$ cat src/design/mgm_pkg.sv
// Shared types and constants for the median-of-group then mean unit.
// No dependencies.
package mgm_pkg;

    localparam int MAX_GROUP_DEF = 128;
    localparam int SIZE_W        = 8;
    localparam int COUNT_W       = 16;
    localparam int SAMPLE_W      = 16;
    localparam int SUM_W         = 32;
    localparam int DIV_STEPS     = SUM_W;

    localparam logic [7:0]  GROUP_SIZE_RST  = 8'd9;
    localparam logic [15:0] GROUP_COUNT_RST = 16'd1;

    // register index, taken from paddr[2]
    localparam logic REG_GROUP_SIZE  = 1'b0;
    localparam logic REG_GROUP_COUNT = 1'b1;

    typedef enum logic [3:0] {
        S_IDLE,
        S_CAND_RD,
        S_CAND_LD,
        S_SCAN,
        S_CHECK,
        S_MED_OUT,
        S_DIV,
        S_MEAN_OUT
    } t_state;

    typedef struct packed {
        logic write;
        logic cand_rd;
        logic cand_ld;
        logic scan;
        logic check;
        logic div_start;
        logic div_step;
        logic sel_mean;
        logic clear_run;
    } t_cmd;

    typedef struct packed {
        logic group_done;
        logic scan_done;
        logic found;
        logic run_end;
        logic div_done;
    } t_sts;

endpackage

$ cat src/design/mgm_ram.sv
// Generic single-write, single-read RAM with registered read data.
// No dependencies.
module mgm_ram #(
    parameter int WIDTH = 16,
    parameter int DEPTH = 128,
    parameter int AW    = 7
) (
    input  logic             i_clk,
    input  logic             i_we,
    input  logic [AW-1:0]    i_waddr,
    input  logic [WIDTH-1:0] i_wdata,
    input  logic [AW-1:0]    i_raddr,
    output logic [WIDTH-1:0] o_rdata
);

    logic [WIDTH-1:0] r_mem [DEPTH];
    logic [WIDTH-1:0] r_rdata;

    always_ff @(posedge i_clk) begin
        if (i_we) begin
            r_mem[i_waddr] <= i_wdata;
        end
        r_rdata <= r_mem[i_raddr];
    end

    assign o_rdata = r_rdata;

endmodule

$ cat src/design/mgm_ctrl.sv
// Sequencer for the median-of-group then mean unit.
// Depends on mgm_pkg; drives mgm_dpath through t_cmd and reads t_sts.
module mgm_ctrl
    import mgm_pkg::*;
(
    input  logic i_clk,
    input  logic i_rst_n,
    input  logic i_valid,
    output logic o_ready,
    output logic o_valid,
    input  logic i_ready,
    input  t_sts i_sts,
    output t_cmd o_cmd
);

    t_state r_state, n_state;

    always_ff @(posedge i_clk) begin
        if (!i_rst_n) begin
            r_state <= S_IDLE;
        end else begin
            r_state <= n_state;
        end
    end

    always_comb begin
        n_state = r_state;
        o_cmd   = '0;
        o_ready = 1'b0;
        o_valid = 1'b0;
        case (r_state)
            S_IDLE: begin
                o_ready = 1'b1;
                if (i_valid) begin
                    o_cmd.write = 1'b1;
                    if (i_sts.group_done) n_state = S_CAND_RD;
                end
            end
            S_CAND_RD: begin
                o_cmd.cand_rd = 1'b1;
                n_state = S_CAND_LD;
            end
            S_CAND_LD: begin
                o_cmd.cand_ld = 1'b1;
                n_state = S_SCAN;
            end
            S_SCAN: begin
                o_cmd.scan = 1'b1;
                if (i_sts.scan_done) n_state = S_CHECK;
            end
            S_CHECK: begin
                o_cmd.check = 1'b1;
                n_state = i_sts.found ? S_MED_OUT : S_CAND_RD;
            end
            S_MED_OUT: begin
                o_valid = 1'b1;
                if (i_ready) begin
                    if (i_sts.run_end) begin
                        o_cmd.div_start = 1'b1;
                        n_state = S_DIV;
                    end else begin
                        n_state = S_IDLE;
                    end
                end
            end
            S_DIV: begin
                o_cmd.div_step = 1'b1;
                if (i_sts.div_done) n_state = S_MEAN_OUT;
            end
            S_MEAN_OUT: begin
                o_valid = 1'b1;
                o_cmd.sel_mean = 1'b1;
                if (i_ready) begin
                    o_cmd.clear_run = 1'b1;
                    n_state = S_IDLE;
                end
            end
            default: n_state = S_IDLE;
        endcase
    end

`ifndef SYNTHESIS
    a_ready_excl: assert property (@(posedge i_clk) disable iff (!i_rst_n)
        o_ready |-> !o_valid) else $error("ready while result pending");
    a_hold_out: assert property (@(posedge i_clk) disable iff (!i_rst_n)
        (o_valid && !i_ready) |=> o_valid) else $error("result dropped on stall");
    a_scan_chk: assert property (@(posedge i_clk) disable iff (!i_rst_n)
        (r_state == S_SCAN && i_sts.scan_done) |=> r_state == S_CHECK)
        else $error("scan did not end in check");
    a_div_mean: assert property (@(posedge i_clk) disable iff (!i_rst_n)
        (r_state == S_DIV && i_sts.div_done) |=> r_state == S_MEAN_OUT)
        else $error("divide did not end in mean");
`endif

endmodule

$ cat src/design/mgm_dpath.sv
// Datapath: sample store, rank-select median search, median sum, serial divider.
// Depends on mgm_pkg and mgm_ram.
module mgm_dpath
    import mgm_pkg::*;
#(
    parameter int MAX_GROUP = MAX_GROUP_DEF
) (
    input  logic                       i_clk,
    input  logic                       i_rst_n,
    input  t_cmd                       i_cmd,
    output t_sts                       o_sts,
    input  logic [SIZE_W-1:0]          i_group_size,
    input  logic [COUNT_W-1:0]         i_group_count,
    input  logic signed [SAMPLE_W-1:0] i_sample,
    output logic signed [SAMPLE_W-1:0] o_value
);

    localparam int AW = (MAX_GROUP > 1) ? $clog2(MAX_GROUP) : 1;
    localparam logic [SIZE_W-1:0] MAXG = SIZE_W'(MAX_GROUP);
    localparam logic [5:0] DIV_LAST = 6'(DIV_STEPS);

    logic [SIZE_W-1:0]          r_sample_index;
    logic [COUNT_W-1:0]         r_group_index;
    logic signed [SUM_W-1:0]    r_median_sum;
    logic [SIZE_W-1:0]          r_n;
    logic [SIZE_W-1:0]          r_cand_i;
    logic signed [SAMPLE_W-1:0] r_cand_val;
    logic [SIZE_W-1:0]          r_scan_j;
    logic [SIZE_W-1:0]          r_jd;
    logic                       r_sv;
    logic [SIZE_W-1:0]          r_rank;
    logic signed [SAMPLE_W-1:0] r_med;
    logic [SUM_W-1:0]           r_dvd;
    logic [COUNT_W-1:0]         r_rem;
    logic [COUNT_W-1:0]         r_den;
    logic                       r_neg;
    logic [5:0]                 r_dcnt;

    logic [SIZE_W-1:0]          size_eff;
    logic [COUNT_W-1:0]         count_eff;
    logic [SIZE_W-1:0]          pos;
    logic [AW-1:0]              raddr;
    logic signed [SAMPLE_W-1:0] rdata;
    logic                       below;
    logic [COUNT_W:0]           trial;
    logic                       take;
    logic [SUM_W-1:0]           quo;

    always_comb begin
        size_eff = i_group_size;
        if (size_eff == '0) size_eff = SIZE_W'(1);
        if (size_eff > MAXG) size_eff = MAXG;
        count_eff = (i_group_count == '0) ? COUNT_W'(1) : i_group_count;
        pos = (r_sample_index >= size_eff) ? size_eff - SIZE_W'(1) : r_sample_index;
    end

    assign raddr = i_cmd.cand_rd ? r_cand_i[AW-1:0] : r_scan_j[AW-1:0];

    mgm_ram #(.WIDTH(SAMPLE_W), .DEPTH(MAX_GROUP), .AW(AW)) u_store (
        .i_clk  (i_clk),
        .i_we   (i_cmd.write),
        .i_waddr(pos[AW-1:0]),
        .i_wdata(i_sample),
        .i_raddr(raddr),
        .o_rdata(rdata)
    );

    // rank with ties broken by store position
    assign below = (rdata < r_cand_val) || (rdata == r_cand_val && r_jd < r_cand_i);

    assign trial = {r_rem, r_dvd[SUM_W-1]};
    assign take  = trial >= {1'b0, r_den};
    assign quo   = r_neg ? (~r_dvd + SUM_W'(1)) : r_dvd;

    always_comb begin
        o_sts.group_done = ({1'b0, pos} + 9'd1) >= {1'b0, size_eff};
        o_sts.scan_done  = !r_sv && (r_scan_j == r_n);
        o_sts.found      = r_rank == (r_n >> 1);
        o_sts.run_end    = r_group_index >= count_eff;
        o_sts.div_done   = r_dcnt == DIV_LAST;
    end

    assign o_value = i_cmd.sel_mean ? quo[SAMPLE_W-1:0] : r_med;

    always_ff @(posedge i_clk) begin
        if (!i_rst_n) begin
            r_sample_index <= '0;
            r_group_index  <= '0;
            r_median_sum   <= '0;
            r_sv           <= 1'b0;
            r_dcnt         <= '0;
        end else begin
            if (i_cmd.write) begin
                r_n      <= size_eff;
                r_cand_i <= '0;
                r_sample_index <= o_sts.group_done ? '0 : pos + SIZE_W'(1);
            end
            if (i_cmd.cand_ld) begin
                r_cand_val <= rdata;
                r_scan_j   <= '0;
                r_rank     <= '0;
                r_sv       <= 1'b0;
            end
            if (i_cmd.scan) begin
                // issue one read per cycle and count on the read data once it is registered
                r_sv <= r_scan_j < r_n;
                r_jd <= r_scan_j;
                if (r_scan_j < r_n) r_scan_j <= r_scan_j + SIZE_W'(1);
                if (r_sv && below) r_rank <= r_rank + SIZE_W'(1);
            end
            if (i_cmd.check) begin
                if (o_sts.found) begin
                    r_med         <= r_cand_val;
                    r_median_sum  <= r_median_sum + SUM_W'(r_cand_val);
                    r_group_index <= r_group_index + COUNT_W'(1);
                end else begin
                    r_cand_i <= r_cand_i + SIZE_W'(1);
                end
            end
            if (i_cmd.div_start) begin
                r_neg  <= r_median_sum[SUM_W-1];
                r_dvd  <= r_median_sum[SUM_W-1] ? (~r_median_sum + SUM_W'(1))
                                                 : r_median_sum;
                r_rem  <= '0;
                r_den  <= count_eff;
                r_dcnt <= '0;
            end
            if (i_cmd.div_step && !o_sts.div_done) begin
                r_rem  <= take ? COUNT_W'(trial - {1'b0, r_den}) : trial[COUNT_W-1:0];
                r_dvd  <= {r_dvd[SUM_W-2:0], take};
                r_dcnt <= r_dcnt + 6'd1;
            end
            if (i_cmd.clear_run) begin
                r_group_index <= '0;
                r_median_sum  <= '0;
            end
        end
    end

`ifndef SYNTHESIS
    a_idx_range: assert property (@(posedge i_clk) disable iff (!i_rst_n)
        i_cmd.check |-> r_cand_i < r_n) else $error("candidate beyond group");
    a_clear: assert property (@(posedge i_clk) disable iff (!i_rst_n)
        i_cmd.clear_run |=> (r_median_sum == '0 && r_group_index == '0))
        else $error("run not cleared");
    a_rank: assert property (@(posedge i_clk) disable iff (!i_rst_n)
        i_cmd.scan |-> r_rank <= r_n) else $error("rank overflow");
`endif

endmodule

$ cat src/design/median_of_group_then_mean_unit.sv
// Top level: APB register file, sequencer and datapath of the median/mean unit.
// Depends on mgm_pkg, mgm_ctrl, mgm_dpath (and mgm_ram below it).
//
// Input channel i_valid/o_ready carries one signed sample per item; o_ready
// is high only while the unit is idle. Output channel o_valid/i_ready carries
// o_value with o_kind (0 median, 1 mean) and o_last (set on the mean).
// A sample that does not complete a group is stored and the unit is ready
// again the next cycle. When a group of N samples completes, the
// median is found by ranking each stored sample against the whole group,
// one store read per cycle, ending at the first sample whose rank is N/2.
// After the last group of a run a 32-step serial divide (one quotient bit
// per cycle) forms the mean once the median is taken. A stalled receiver
// holds the result, and no sample is taken until every result of the
// current item is delivered.
// Reset clears the run state and loads group_size 9, group_count 1; the
// sample store needs no clearing. Registers: 0x0 group_size, 0x4 group_count.
module median_of_group_then_mean_unit
    import mgm_pkg::*;
#(
    parameter int MAX_GROUP = MAX_GROUP_DEF
) (
    input  logic                       i_clk,
    input  logic                       i_rst_n,
    input  logic                       psel,
    input  logic                       penable,
    input  logic                       pwrite,
    input  logic [2:0]                 paddr,
    input  logic [31:0]                pwdata,
    output logic [31:0]                prdata,
    output logic                       pready,
    input  logic                       i_valid,
    output logic                       o_ready,
    input  logic signed [SAMPLE_W-1:0] i_sample,
    output logic                       o_valid,
    input  logic                       i_ready,
    output logic signed [SAMPLE_W-1:0] o_value,
    output logic                       o_kind,
    output logic                       o_last
);

    logic [SIZE_W-1:0]  r_group_size;
    logic [COUNT_W-1:0] r_group_count;
    t_cmd cmd;
    t_sts sts;

    assign pready = 1'b1;

    always_ff @(posedge i_clk) begin
        if (!i_rst_n) begin
            r_group_size  <= GROUP_SIZE_RST;
            r_group_count <= GROUP_COUNT_RST;
        end else if (psel && penable && pwrite) begin
            case (paddr[2])
                REG_GROUP_SIZE:  r_group_size  <= pwdata[SIZE_W-1:0];
                REG_GROUP_COUNT: r_group_count <= pwdata[COUNT_W-1:0];
                default: ;
            endcase
        end
    end

    always_comb begin
        case (paddr[2])
            REG_GROUP_SIZE:  prdata = {24'd0, r_group_size};
            REG_GROUP_COUNT: prdata = {16'd0, r_group_count};
            default:         prdata = '0;
        endcase
    end

    mgm_ctrl u_ctrl (
        .i_clk  (i_clk),
        .i_rst_n(i_rst_n),
        .i_valid(i_valid),
        .o_ready(o_ready),
        .o_valid(o_valid),
        .i_ready(i_ready),
        .i_sts  (sts),
        .o_cmd  (cmd)
    );

    mgm_dpath #(.MAX_GROUP(MAX_GROUP)) u_dpath (
        .i_clk        (i_clk),
        .i_rst_n      (i_rst_n),
        .i_cmd        (cmd),
        .o_sts        (sts),
        .i_group_size (r_group_size),
        .i_group_count(r_group_count),
        .i_sample     (i_sample),
        .o_value      (o_value)
    );

    assign o_kind = cmd.sel_mean;
    assign o_last = cmd.sel_mean;

endmodule
$ cat config.mk
export PLATFORM = sky130hd
export DESIGN_NAME = median_of_group_then_mean_unit
export DESIGN_NICKNAME = d
export VERILOG_FILES = /design/src/design/mgm_pkg.sv /design/src/design/mgm_ram.sv /design/src/design/mgm_ctrl.sv /design/src/design/mgm_dpath.sv /design/src/design/median_of_group_then_mean_unit.sv
export SDC_FILE = /design/constraint.sdc
export NUM_CORES = 2
export LEC_CHECK = 0
export ABC_AREA = 1
export BUFFER_PORTS_ARGS = -buffer_cell sky130_fd_sc_hd__buf_2
export CORE_ASPECT_RATIO = 0.9
export CORE_MARGIN = 1.5
export CORE_UTILIZATION = 60
export DETAILED_ROUTE_END_ITERATION = 10
export PLACE_DENSITY = 0.79
export SLEW_MARGIN = 0
export SYNTH_ARGS = -nofsm -noshare
export SYNTH_HDL_FRONTEND = slang
export SYNTH_SLANG_ARGS = --single-unit
export TNS_END_PERCENT = 5
$ cat constraint.sdc
create_clock -name i_clk -period 8.8 [get_ports i_clk]
set_input_delay 0 -clock i_clk [delete_from_list [all_inputs] [get_ports i_clk]]
set_output_delay 0 -clock i_clk [all_outputs]
set_load 0.01 [all_outputs]
**Word level (Yosys, flattened, before mapping)**

Memory sizes are Yosys's and may differ from the RTL's. A register that Yosys moved wholly into a read port is not among the register bits.
Index checks and enable logic that the tools add are counted.
Widths: inputs -> output; s select.

- Flip-flop bits (word level): 228
- RAM bits: 2048
- Logic and storage cells: 140
- Memories: 1

- $add $sub $neg: 12
- Order comparisons: 8
- Equality and inequality tests: 17
- Muxes and demuxes: 53
- Bitwise gates (word level): 4
- Reductions and logical operators: 26

Memory list:

| name | depth | bits a word | rd ports | clocked after Yosys merged registers in | wr ports | line | RTL |
|---|---|---|---|---|---|---|---|
| u_dpath.u_store.r_mem | 128 | 16 | 1 | 1 | 1 | mgm_ram.sv:16 | `logic [WIDTH-1:0] r_mem [DEPTH];` |

Operators by type and width:

| kind | count |
|---|---|
| $mux 8 | 13 |
| $mux 16 | 6 |
| $mux 32 | 3 |
| $pmux 32 s2 | 1 |
| $add 16x1->16 const B | 2 |
| $add 32x16->32 | 1 |
| $add 32x2->32 const B | 1 |
| $add 8x1->8 const B | 4 |
| $not 32->32 | 1 |
| $pmux 4 s8 | 1 |
| $mux 4 | 6 |
| $ge 17x16->1 | 1 |
| $mux 1 | 17 |
| $eq 16x16->1 | 1 |
| $eq 4x3->1 const B | 4 |
| $ge 16x16->1 | 1 |
| $logic_not 16->1 | 1 |
| $lt 16x16->1 | 1 |
| $lt 8x8->1 | 2 |
| $not 16->16 | 1 |
| $reduce_and 2->1 | 8 |
| $sub 16x16->16 | 1 |
| $mux 6 | 2 |
| $add 8x1->9 const B | 1 |
| 25 further kinds | 40 |

**Logic depth before layout (Yosys ltp)**

- Depth after elaboration: 11
- Gate-level depth with buffers: 35

**Cells and area by module**

A second synthesis with hierarchy kept.

- Cells, all modules: 8819
- Area total of the unflattened synthesis: 98592.1 um2

By module, submodules not included:

| module | instances | cells an instance | area each (um2) | sequential area each (um2) |
|---|---|---|---|---|
| mgm_ram | 1 | 6793 | 82828.2 | 61819.3 |
| mgm_dpath | 1 | 1758 | 14053.5 | 5375.2 |
| median_of_group_then_mean_unit | 1 | 210 | 1360.1 | 480.5 |
| mgm_ctrl | 1 | 58 | 350.3 | 60.1 |

**Worst setup path after synthesis**

OpenSTA, ideal clock, no wires.

- Path kind: register -> register
- Start: register r_group_count[6]
- End: register u_dpath.r_dvd[0], enable pin
- Data arrival time: 3992 ps
- Required time: 8330 ps
- Path slack: 4338 ps
- Cell stages (with the launch flop): 17
- Path buffers: 0
- Period minus slack after synthesis: 4462 ps
- Path through: dfxtp_1 inv_1 nand4_1 nor3_1 a41o_1 ha_1 inv_1 a21oi_1 o21ai_0 nand2_1 o211ai_1 nand2_1 nand3_1 nand2_1 inv_1 nand3_1 a21oi_1

- Longest elaborated chain between the ends: 8

RTL lines:

| what | line | RTL |
|---|---|---|
| start: declaration | median_of_group_then_mean_unit.sv:42 | `logic [COUNT_W-1:0] r_group_count;` |
| start signal: assignment | median_of_group_then_mean_unit.sv:55 | `REG_GROUP_COUNT: r_group_count <= pwdata[COUNT_W-1:0];` |
| $logic_not 16->1 | mgm_dpath.sv:53 | `count_eff = (i_group_count == '0) ? COUNT_W'(1) : i_group_count;` |
| $mux 16 | mgm_dpath.sv:53 |  |
| via u_dpath.count_eff[0] | mgm_dpath.sv:40 | `logic [COUNT_W-1:0] count_eff;` |
| $ge 16x16->1 | mgm_dpath.sv:79 | `o_sts.run_end = r_group_index >= count_eff;` |
| $mux 1 | mgm_ctrl.sv:58 | `if (i_sts.run_end) begin` |
| $mux 1 | mgm_ctrl.sv:57 | `if (i_ready) begin` |
| $mux 1 | mgm_ctrl.sv:31 | `case (r_state)` |
| $reduce_bool 2->1 (no source line) | -- |  |
| $reduce_and 2->1 (no source line) | -- |  |
| end signal: assignment | mgm_dpath.sv:122 | `r_dvd <= r_median_sum[SUM_W-1] ? (~r_median_sum + SUM_W'(1))` |
| end signal: assignment | mgm_dpath.sv:130 | `r_dvd <= {r_dvd[SUM_W-2:0], take};` |
| end: declaration | mgm_dpath.sv:33 | `logic [SUM_W-1:0] r_dvd;` |

The timed path passes the listed nets, and every way through them passes these cells.
A chain may end at the register's enable or synchronous reset.

**Final worst setup path**

- Start: register r_group_size[3]
- End: register u_ctrl.r_state[0]

- Longest elaborated chain between the ends: 10

RTL lines:

| what | line | RTL |
|---|---|---|
| start: declaration | median_of_group_then_mean_unit.sv:41 | `logic [SIZE_W-1:0] r_group_size;` |
| start signal: assignment | median_of_group_then_mean_unit.sv:54 | `REG_GROUP_SIZE: r_group_size <= pwdata[SIZE_W-1:0];` |
| $logic_not 8->1 | mgm_dpath.sv:51 | `if (size_eff == '0) size_eff = SIZE_W'(1);` |
| $mux 8 * | mgm_dpath.sv:51 |  |
| $gt 8x8->1 | mgm_dpath.sv:52 | `if (size_eff > MAXG) size_eff = MAXG;` |
| $mux 8 * | mgm_dpath.sv:52 |  |
| via u_dpath.size_eff[4] | mgm_dpath.sv:39 | `logic [SIZE_W-1:0] size_eff;` |
| $sub 8x1->8 or $ge 8x8->1 (tied branches) | mgm_dpath.sv:54 | `pos = (r_sample_index >= size_eff) ? size_eff - SIZE_W'(1) : r_sample_index;` |
| $mux 8 | mgm_dpath.sv:54 |  |
| $add 8x1->9 | mgm_dpath.sv:76 | `o_sts.group_done = ({1'b0, pos} + 9'd1) >= {1'b0, size_eff};` |
| $ge 9x8->1 * | mgm_dpath.sv:76 |  |
| $ne 2x1->1 (no source line) * | -- |  |
| $reduce_and 6->1 (no source line) * | -- |  |
| end signal: assignment | mgm_ctrl.sv:22 | `r_state <= n_state;` |
| end: declaration | mgm_ctrl.sv:16 | `t_state r_state, n_state;` |

The timed path passes the listed nets; every way through them passes the cells marked *.

==> out/metrics.yaml <==
status:
  status: "finished clean"
pwr:
  peakVddDrop_v: 0.0002453
  p_int_mw: 19.21
  p_switching_mw: 10.77
  power_frac_comb_pct: 30.0
  leakagePower_nw: 36.54
  swShare_pct: 35.93
  cellPowerDensity_nw_per_um2: 283.4
  seq_power_share_pct: 41.1
  power_frac_clock_pct: 28.9
logic_synthesis:
  ys_warn_count: 0
  synth-edff-count: 2185
  ys_ff_latch: 2291
  synth_cells: 8275
  seq_area_frac_synth_pct: 70.44
  synth_cell_types: 52
  avgSynthCellArea_um2: 11.62
  syn_area_um2: 96160
  async_reset_ff_share_pct: 0
  ys.flop_type: "edfxtp_1"
timing:
  slew_viol_final: 0
  hold_viol_final: 0
  slew_headroom_pct: 21.33
  clock.fmax_mhz: 187.4
  worst_pin_slew_ns: 1.180
  holdWs_ns: 0.07509
  fin_worst_skew_ns: 0.05994
  rsz0062_at_grt: "no"
  post-route-min-period_ns: 5.336
  fin_setup_tns_ns: 0
  setup_viol: 0
  fin_crit_sh_pct: 60.63
layout:
  diodes: 0
  nets: 8486
  area_growth_pct: 10.01
  stdcell_count: 10590
  drive_gt1_share_pct: 6.888
clock_network:
  cts_buffers: 210
  cts_sinks: 2291
  cts_tree: "done"
  cts-resized-gates: 0
  cts_root_buffer: "clkbuf_16"
  htree_levels: 4
  clk_path_buf_depth: 3
  clk_pin_slew_ns: 0.06
  clk_latency_ns: 0.86
global_routing:
  track_usage_pct: 30.55
  gr-total-overflow: 0
  grt_first_pass_wirelength_mm: 377.6
  grt_start_max_net_pins: 235
  grt_antenna_before_repair: 5
  grt_pass1_vias: 64710
detailed_routing:
  dr.first_iter.drc_count: 10290
  ant_nets: 0
  routed_wl_mm: 252.1
  vias: 67100
  vias_per_cell: 6.333
  dr.pass1.iters: 7
  drc: 0
  wire_per_inst_um: 23.80
hold_path:
  hold_class: "in2reg"
  hold_path_depth: 4
  hold_start: "pwdata[7]"
  holdPathEnd: "r_group_size[7]"
critical_path:
  setup.worst_path.start_class: "flop"
  path_class: "reg2reg"
  reg2reg_to: "u_ctrl.r_state[0]"
  crit_buf_inv: 4
  rr_worst_depth: 28
  ff2ff_setup_slack_ns: 3.46
  max_stage_delay_ns: 0.54
  cp.arrival_ns: 6.05
  worstPathRequired_ns: 9.51
  worst_setup_path_end_kind: "flop"
  cp_top_family: "simple AND/OR/NAND/NOR gates"
  crit_slowest_cell: "o21ai_0"
  critPathMaxFanout: 12
  crit_path_frequent_cell: "nor2_1"
  r2r-start: "r_group_size[3]"
floorplanning:
  chipHeight_um: 382.8
  fp.coreArea_um2: 159300
  top_level_ports: 111
  row_count: 139
  die_area_um2: 162700
  start_util_pct: 60.36
  die_w_um: 425.0
placed_design:
  gp_congestion: 0.9323
  dp_hpwl_mm: 140.2
  dp.cells: 10150
  port_buffers: 75
run:
  maxCapViolCount: 0
-- cells in the final DEF, fill, tap and decap left out, types with 13 or more instances in the layout --
cell	Yosys	routed
a21oi_1	157	156
buf_2	161	59
buf_4	24	210
clkbuf_1	315	49
clkbuf_16	0	213
clkinv_1	2	61
clkinv_2	0	34
conb_1	2	17
dfxtp_1	106	106
dlygate4sd3_1	0	59
edfxtp_1	2185	2185
ha_1	120	120
inv_1	286	284
nand2_1	1056	1056
nand3_1	670	670
nand4_1	22	22
nor2_1	1279	1279
nor3_1	32	32
nor4_1	13	13
o21ai_0	1151	1149
o22ai_1	480	480
xnor2_1	17	17
xor2_1	66	66
-- worst register-to-register path, delay by kind of cell (launching register included) --
family	cells	cell delay, ns
AO/OA/AOI/OAI	5	1.09
adder cells (fa/ha/maj)	3	0.75
flip-flops	1	0.35
buffers and inverters	4	0.40
AND/OR/NAND/NOR	16	2.64
-- registers in the layout, summed over array words and instances (netlist names) --
signal / cells
u_dpath.r_rem: 16
u_dpath.r_group_index: 16
u_dpath.r_cand_val: 16
u_dpath.u_store.r_mem: 2048
u_dpath.r_n: 8
r_group_count: 16
u_ctrl.r_state: 3
u_dpath.r_sample_index: 8
u_dpath.r_rank: 8
u_dpath.r_median_sum: 32
u_dpath.r_cand_i: 8
u_dpath.r_dcnt: 6
u_dpath.r_med: 16
u_dpath.r_jd: 8
u_dpath.r_sv: 1
u_dpath.r_neg: 1
u_dpath.u_store.o_rdata: 16
u_dpath.r_dvd: 32
u_dpath.r_den: 16
u_dpath.r_scan_j: 8
r_group_size: 8
-- per-layer routing --
layer / part of all wire (%) / global-route usage [%] / wire, um / vias to the layer above
met2: 46 / 47.94 / 116400 / 4410
met1: 37 / 40.94 / 92890 / 32140
met4: 4.6 / 14.15 / 11630 / 8
met5: 0.017 / 0 / 42 / -
li1: - / - / - / 29840
met3: 12 / 6.829 / 31130 / 696
-- worst max-delay path by stage --
stage / startpoint / endpoint / slack, ns / depth (start not counted)
after floorplan: r_group_count[6] / u_dpath.r_dvd[0] / 4.34 / 16
after global placement: r_group_size[3] / u_dpath.r_sample_index[6] / 3.70 / 28
after detailed placement: r_group_size[3] / u_dpath.r_sample_index[1] / 3.64 / 27
after CTS: r_group_size[3] / u_dpath.r_sample_index[1] / 3.58 / 27
after global routing: r_group_size[3] / u_dpath.r_sample_index[4] / 2.91 / 27
final: r_group_size[3] / u_ctrl.r_state[0] / 3.46 / 28
-- Yosys cell counts, types with 66 or more instances --
cell	n	share of area (%)
nand3_1	670	3.5
buf_2	161	0.84
edfxtp_1	2185	68
o21ai_0	1151	6.0
nor2_1	1279	5.0
clkbuf_1	315	1.2
inv_1	286	1.1
ha_1	120	1.6
a21oi_1	157	0.82
dfxtp_1	106	2.2
o22ai_1	480	3.1
xor2_1	66	0.60
nand2_1	1056	4.1
-- metrics by stage --
| step | power, mW | setup slack [ns] | area (um^2) | util, % |
|---|---|---|---|---|
| 6_report | 29.98 | 3.464 | 105800 | 66.41 |
| 2_1_floorplan | 18.23 | 4.338 | 96220 | - |
| 3_3_place_gp | 20.86 | 3.696 | 98710 | 61.96 |
| 5_1_grt | 31.13 | 2.907 | 105800 | 66.41 |
| 4_1_cts | 29.74 | 3.581 | 105800 | 66.41 |
| 3_5_place_dp | 21.15 | 3.638 | 98710 | 61.96 |
-- cell families after synthesis --
kind of cell | synth area share, %
AND/OR/NAND/NOR | 13.19
flip-flops | 70.44
AO/OA/AOI/OAI | 10.39
buffers and inverters | 3.595
adder cells (fa/ha/maj) | 1.603
XOR/XNOR | 0.7559
other | 0.007810
multiplexers | 0.02082
-- power by group through the flow --
stage                     clock network [mW]  logic, mW  registers [mW]
final                                   8.67       8.99            12.3
after CTS                               8.72       8.72            12.3
after floorplan                            0       5.80            12.4
after global routing                    9.13       9.67            12.3
after global placement                     0       8.34            12.5
after detailed placement                   0       8.62            12.5
-- final cells by class --
cell class	count	area [um^2]
Inverter	295	1151
Tap cell	2115	2646
Multi-Input combinational cell	5169	25090
Sequential cell	2291	67740
Fill cell	11030	53520
Clock buffer	266	5569
Timing Repair Buffer	339	2683
Clock inverter	119	915.9
-- timing repair --
action,4_1_cts,5_1_grt
setup buffers,0,0
hold endpoints to repair,917,0
hold buffers,59,0
Note: power is estimated with default switching activity, not from simulation.
